$ cat config.mk
export PLATFORM = sky130hd
export DESIGN_NAME = ikht_front
export DESIGN_NICKNAME = d
export VERILOG_FILES = /design/src/rtl/core/ikht_pkg.sv /design/src/rtl/core/ikht_front.sv
export SDC_FILE = /design/constraint.sdc
export NUM_CORES = 1
export LEC_CHECK = 0
export BUFFER_PORTS_ARGS = -buffer_cell sky130_fd_sc_hd__clkbuf_2
export CAP_MARGIN = 20
export CORE_UTILIZATION = 31
export DETAILED_ROUTE_END_ITERATION = 8
export PLACE_DENSITY = 0.63
export SYNTH_ARGS = -nofsm -noshare
export SYNTH_HDL_FRONTEND = slang
export SYNTH_SLANG_ARGS = --single-unit
export TNS_END_PERCENT = 100
$ cat constraint.sdc
create_clock -name i_clk -period 5.35 [get_ports i_clk]
set_input_delay 0.8025 -clock i_clk [delete_from_list [all_inputs] [get_ports i_clk]]
set_output_delay 0.8025 -clock i_clk [all_outputs]
set_load 0.05 [all_outputs]
$ cat src/rtl/core/ikht_pkg.sv
// ----------------------------------------------------------------------------
// ikht_pkg
// Shared types and constants of the integer-key chained hash table.
// ----------------------------------------------------------------------------
package ikht_pkg;

    localparam int MAX_BUCKETS  = 256;
    localparam int POOL_ENTRIES = 1024;
    localparam int BKT_W        = $clog2(MAX_BUCKETS);
    localparam int IDX_W        = $clog2(POOL_ENTRIES);
    localparam int LINK_W       = IDX_W + 1;
    localparam int KEY_W        = 32;
    localparam int VAL_W        = 64;
    localparam int CFG_W        = 4;

    localparam logic [LINK_W-1:0] NULL_LINK = LINK_W'(POOL_ENTRIES);
    localparam logic [CFG_W-1:0]  BITS_MIN  = CFG_W'(3);
    localparam logic [CFG_W-1:0]  BITS_MAX  = CFG_W'(BKT_W);
    localparam logic [CFG_W-1:0]  BITS_RST  = CFG_W'(8);

    typedef enum logic [1:0] {
        MODE_ADD  = 2'd0,
        MODE_FIND = 2'd1,
        MODE_DEL  = 2'd2,
        MODE_NONE = 2'd3
    } t_mode;

    typedef enum logic [2:0] {
        ST_IDLE,
        ST_HEAD,
        ST_CMP,
        ST_DO,
        ST_ALLOC,
        ST_DEL2,
        ST_FIN
    } t_state;

    typedef struct packed {
        t_mode             mode;
        logic [KEY_W-1:0]  key;
        logic [VAL_W-1:0]  value;
        logic [BKT_W-1:0]  bkt;
    } t_req;

endpackage

$ cat src/rtl/core/ikht_front.sv
// ----------------------------------------------------------------------------
// ikht_front
// Accepts requests, works out the bucket index and queues them for the back.
// ----------------------------------------------------------------------------
module ikht_front import ikht_pkg::*; (
    input  logic             i_clk,
    input  logic             i_rst_n,
    input  logic [CFG_W-1:0] i_bucket_bits,
    input  logic             i_in_valid,
    output logic             o_in_ready,
    input  logic [1:0]       i_mode,
    input  logic [KEY_W-1:0] i_key,
    input  logic [VAL_W-1:0] i_new_value,
    output logic             o_q_valid,
    input  logic             i_q_ready,
    output t_req             o_q_data
);

    t_req             r_q [2];
    logic             r_wp;
    logic             r_rp;
    logic [1:0]       r_cnt;
    logic [CFG_W-1:0] eff_bits;
    logic [BKT_W:0]   mask;
    t_req             req;
    logic             push;
    logic             pop;

    always_comb begin
        if (i_bucket_bits < BITS_MIN) begin
            eff_bits = BITS_MIN;
        end else if (i_bucket_bits > BITS_MAX) begin
            eff_bits = BITS_MAX;
        end else begin
            eff_bits = i_bucket_bits;
        end
        mask      = ((BKT_W+1)'(1) << eff_bits) - (BKT_W+1)'(1);
        req.mode  = t_mode'(i_mode);
        req.key   = i_key;
        req.value = i_new_value;
        req.bkt   = i_key[BKT_W-1:0] & mask[BKT_W-1:0];
    end

    assign o_in_ready = (r_cnt != 2'd2);
    assign o_q_valid  = (r_cnt != 2'd0);
    assign o_q_data   = r_q[r_rp];
    assign push       = i_in_valid & o_in_ready;
    assign pop        = o_q_valid & i_q_ready;

    always_ff @(posedge i_clk) begin
        if (push) begin
            r_q[r_wp] <= req;
        end
        if (!i_rst_n) begin
            r_wp  <= 1'b0;
            r_rp  <= 1'b0;
            r_cnt <= 2'd0;
        end else begin
            if (push) begin
                r_wp <= ~r_wp;
            end
            if (pop) begin
                r_rp <= ~r_rp;
            end
            r_cnt <= r_cnt + 2'(push) - 2'(pop);
        end
    end

endmodule

==> reports/results.ini <==
[worst_setup_path]
critPathBufInv=2
critical_path_required_ns=4.55
path_cells=buf_4 -> mux2_2 -> clkbuf_2
critPathArrivalTime_ns=2.49
path_delay_family=buffers and inverters
start_kind=flop
crit_path_end_kind=output pin
crit_path_top_delay_cell=dfxtp_4
crit_type=flop to output pin
worstPathMaxFanout=42
cpPeakStageDelay_ns=0.66

[synth]
netlist-cell-type-count=28
yosysWarnings=0
seq_area_frac_synth_pct=79.3
synth_seq_cells=217
syn_avg_cell_area_um2=21.7
synth-async-reset-ratio_pct=0
ys.flop_type=edfxtp_1
synth-edff-count=212
syn_area_mm2=0.00815
synthCells=375

[power_and_ir_drop]
power.density_mw_per_mm2=582
p_leak_nw=3.97
peakVddDrop_mv=0.353

[hold_path]
hold_class=primary input to flop

[clock_network]
clkSinkCount=217
cts_made_buffers=24
clock_latency_ns=0.50
clock_path_buffers=3
cts_tree=yes
h-tree-depth=1
cts-hold-fix-buffers=0
path_clk_slew_ns=0.06
clockRootBuffer=clkbuf_16
cts_setup_buffers=0
cts_resized=0

[place]
hpwl_um=10300
place_inst=910
pre_cts_ws_ns=2.49
portBuffers=213
routabilityCongestion=0.711

[sta]
fmax_mhz=304
min_period_over_period_pct=61.5
final.min_clock_period_ns=3.29
rsz0062_at_grt=no
final_hold_viol_count=0
layout_setup_ws_ns=2.06
worst_pin_slew_ns=0.995
max_slew_margin_pct=33.7
drv_slew=0
finalSetupViolCount=0
fin_tns_setup_ns=0
skew_ns=0.0115

[final_layout]
multiInputGateArea_mm2=0.00158
final_cell_mix=clkbuf_2, edfxtp_1, mux2_2
fillers=2288
final_layout_size_suffix_gt1_share_pct=58.3
num_antenna_cells=0
syn_to_final_growth_pct=27.2
seqCellArea_mm2=0.00647
final_common_cell=clkbuf_2
final_nets=715
layout.cells.non_filler=954

[drt]
wl_per_cell_um=16.0
drt_pass1_iterations=4
drc=0
vias=4138
avgViaCountPerCell=4.34
drt_iter0_markers=178
finalWirelength_um=15300
final_antenna_net_count=0

[die]
rows=58
die-area_mm2=0.0270
core_mm2=0.0255
die_w_um=164
initial_core_util_pct=32.0
io_pins=214
die_h_um=164

[global_routing]
grt_antenna_before_repair=0
grt_start_max_net_pins=75
track_usage_pct=11.0
grt_first_pass_wirelength_um=22900
grt-ovfl-total=0
first_global_vias=4458

[flow_run]
cap_violations=0

[run_status]
outcome=complete, no violations

[cells by family after synthesis]
family                   synth area share (%)
other                                  0.0460
buffers and inverters                    1.43
flip-flops                               79.3
XOR/XNOR                                0.215
adder cells (fa/ha/maj)                 0.460
AND/OR/NAND/NOR                          1.35
AO/OA/AOI/OAI                           0.721
multiplexers                             16.5
[worst reg2reg max path, stage by stage, from the launching register on]
cell and delay [ns]:
dfxtp_1 0.37, nand2b_1 0.23, nand3b_1 0.18, inv_4 0.75, buf_4 0.55
[routing by layer]
| metal | vias up | GRT usage (%) | routed length (um) |
|---|---|---|---|
| li1 | 1938 | - | - |
| met2 | 163 | 19.3 | 7590 |
| met1 | 2017 | 12.9 | 6130 |
| met5 | - | 0 | 0 |
| met3 | 20 | 3.59 | 1280 |
| met4 | 0 | 2.78 | 289 |
[synthesized netlist by cell type (3+ instances only)]
| master | n | area share (%) |
|---|---|---|
| edfxtp_1 | 212 | 78 |
| buf_6 | 6 | 0.83 |
| and2_1 | 4 | 0.31 |
| ha_1 | 3 | 0.46 |
| buf_2 | 6 | 0.37 |
| inv_1 | 4 | 0.18 |
| mux2_4 | 40 | 7.4 |
| mux2_2 | 66 | 9.1 |
| a21oi_1 | 3 | 0.18 |
| dfxtp_1 | 5 | 1.2 |
| nor2_1 | 3 | 0.14 |
[report_power, final]
| group | internal [mW] | switching (mW) | total, mW |
|---|---|---|---|
| sequential | 2.17 | 0.0990 | 2.27 |
| clock | 1.01 | 0.619 | 1.63 |
| combinational | 0.606 | 1.53 | 2.14 |
| total | 3.79 | 2.25 | 6.04 |
[worst paths after layout]
path / from / endpoint / slack [ns] / cells past startpoint
worst max-delay path: flop / o_q_data[62] / 2.06 / 3
worst min-delay path: i_new_value[50] / r_q[0][58] / 0.48 / 1
worst max register to register: r_cnt[0] / r_q[0][86] / 2.89 / 4
worst min register to register: r_rp / flop / 0.52 / 2
[state kept, by name, indices dropped and copies added, names as in the netlist, named ones only]
signal / count
r_cnt: 2
r_q: 212
r_wp: 1
r_rp: 1
[through the flow]
stage | instance area (um2) | hold slack (ns) | utilization [%] | power [mW]
after floorplan | 8160 | 0.481 | - | 4.05
after global placement | 9580 | 0.502 | 37.6 | 4.44
after detailed placement | 9580 | 0.509 | 37.6 | 4.48
after CTS | 10400 | 0.465 | 40.7 | 6.12
after global routing | 10400 | 0.463 | 40.7 | 6.28
final | 10400 | 0.484 | 40.7 | 6.04
[final cells by class]
type	count	share of cell area (%)
inverters	4	0.169
flip-flops and latches	217	62.4
clock buffers	31	6.34
well taps	330	3.98
multi-input cells	142	15.2
clock inverters	13	1.34
repair buffers	217	10.6
Note: power is estimated with default switching activity, not from simulation.
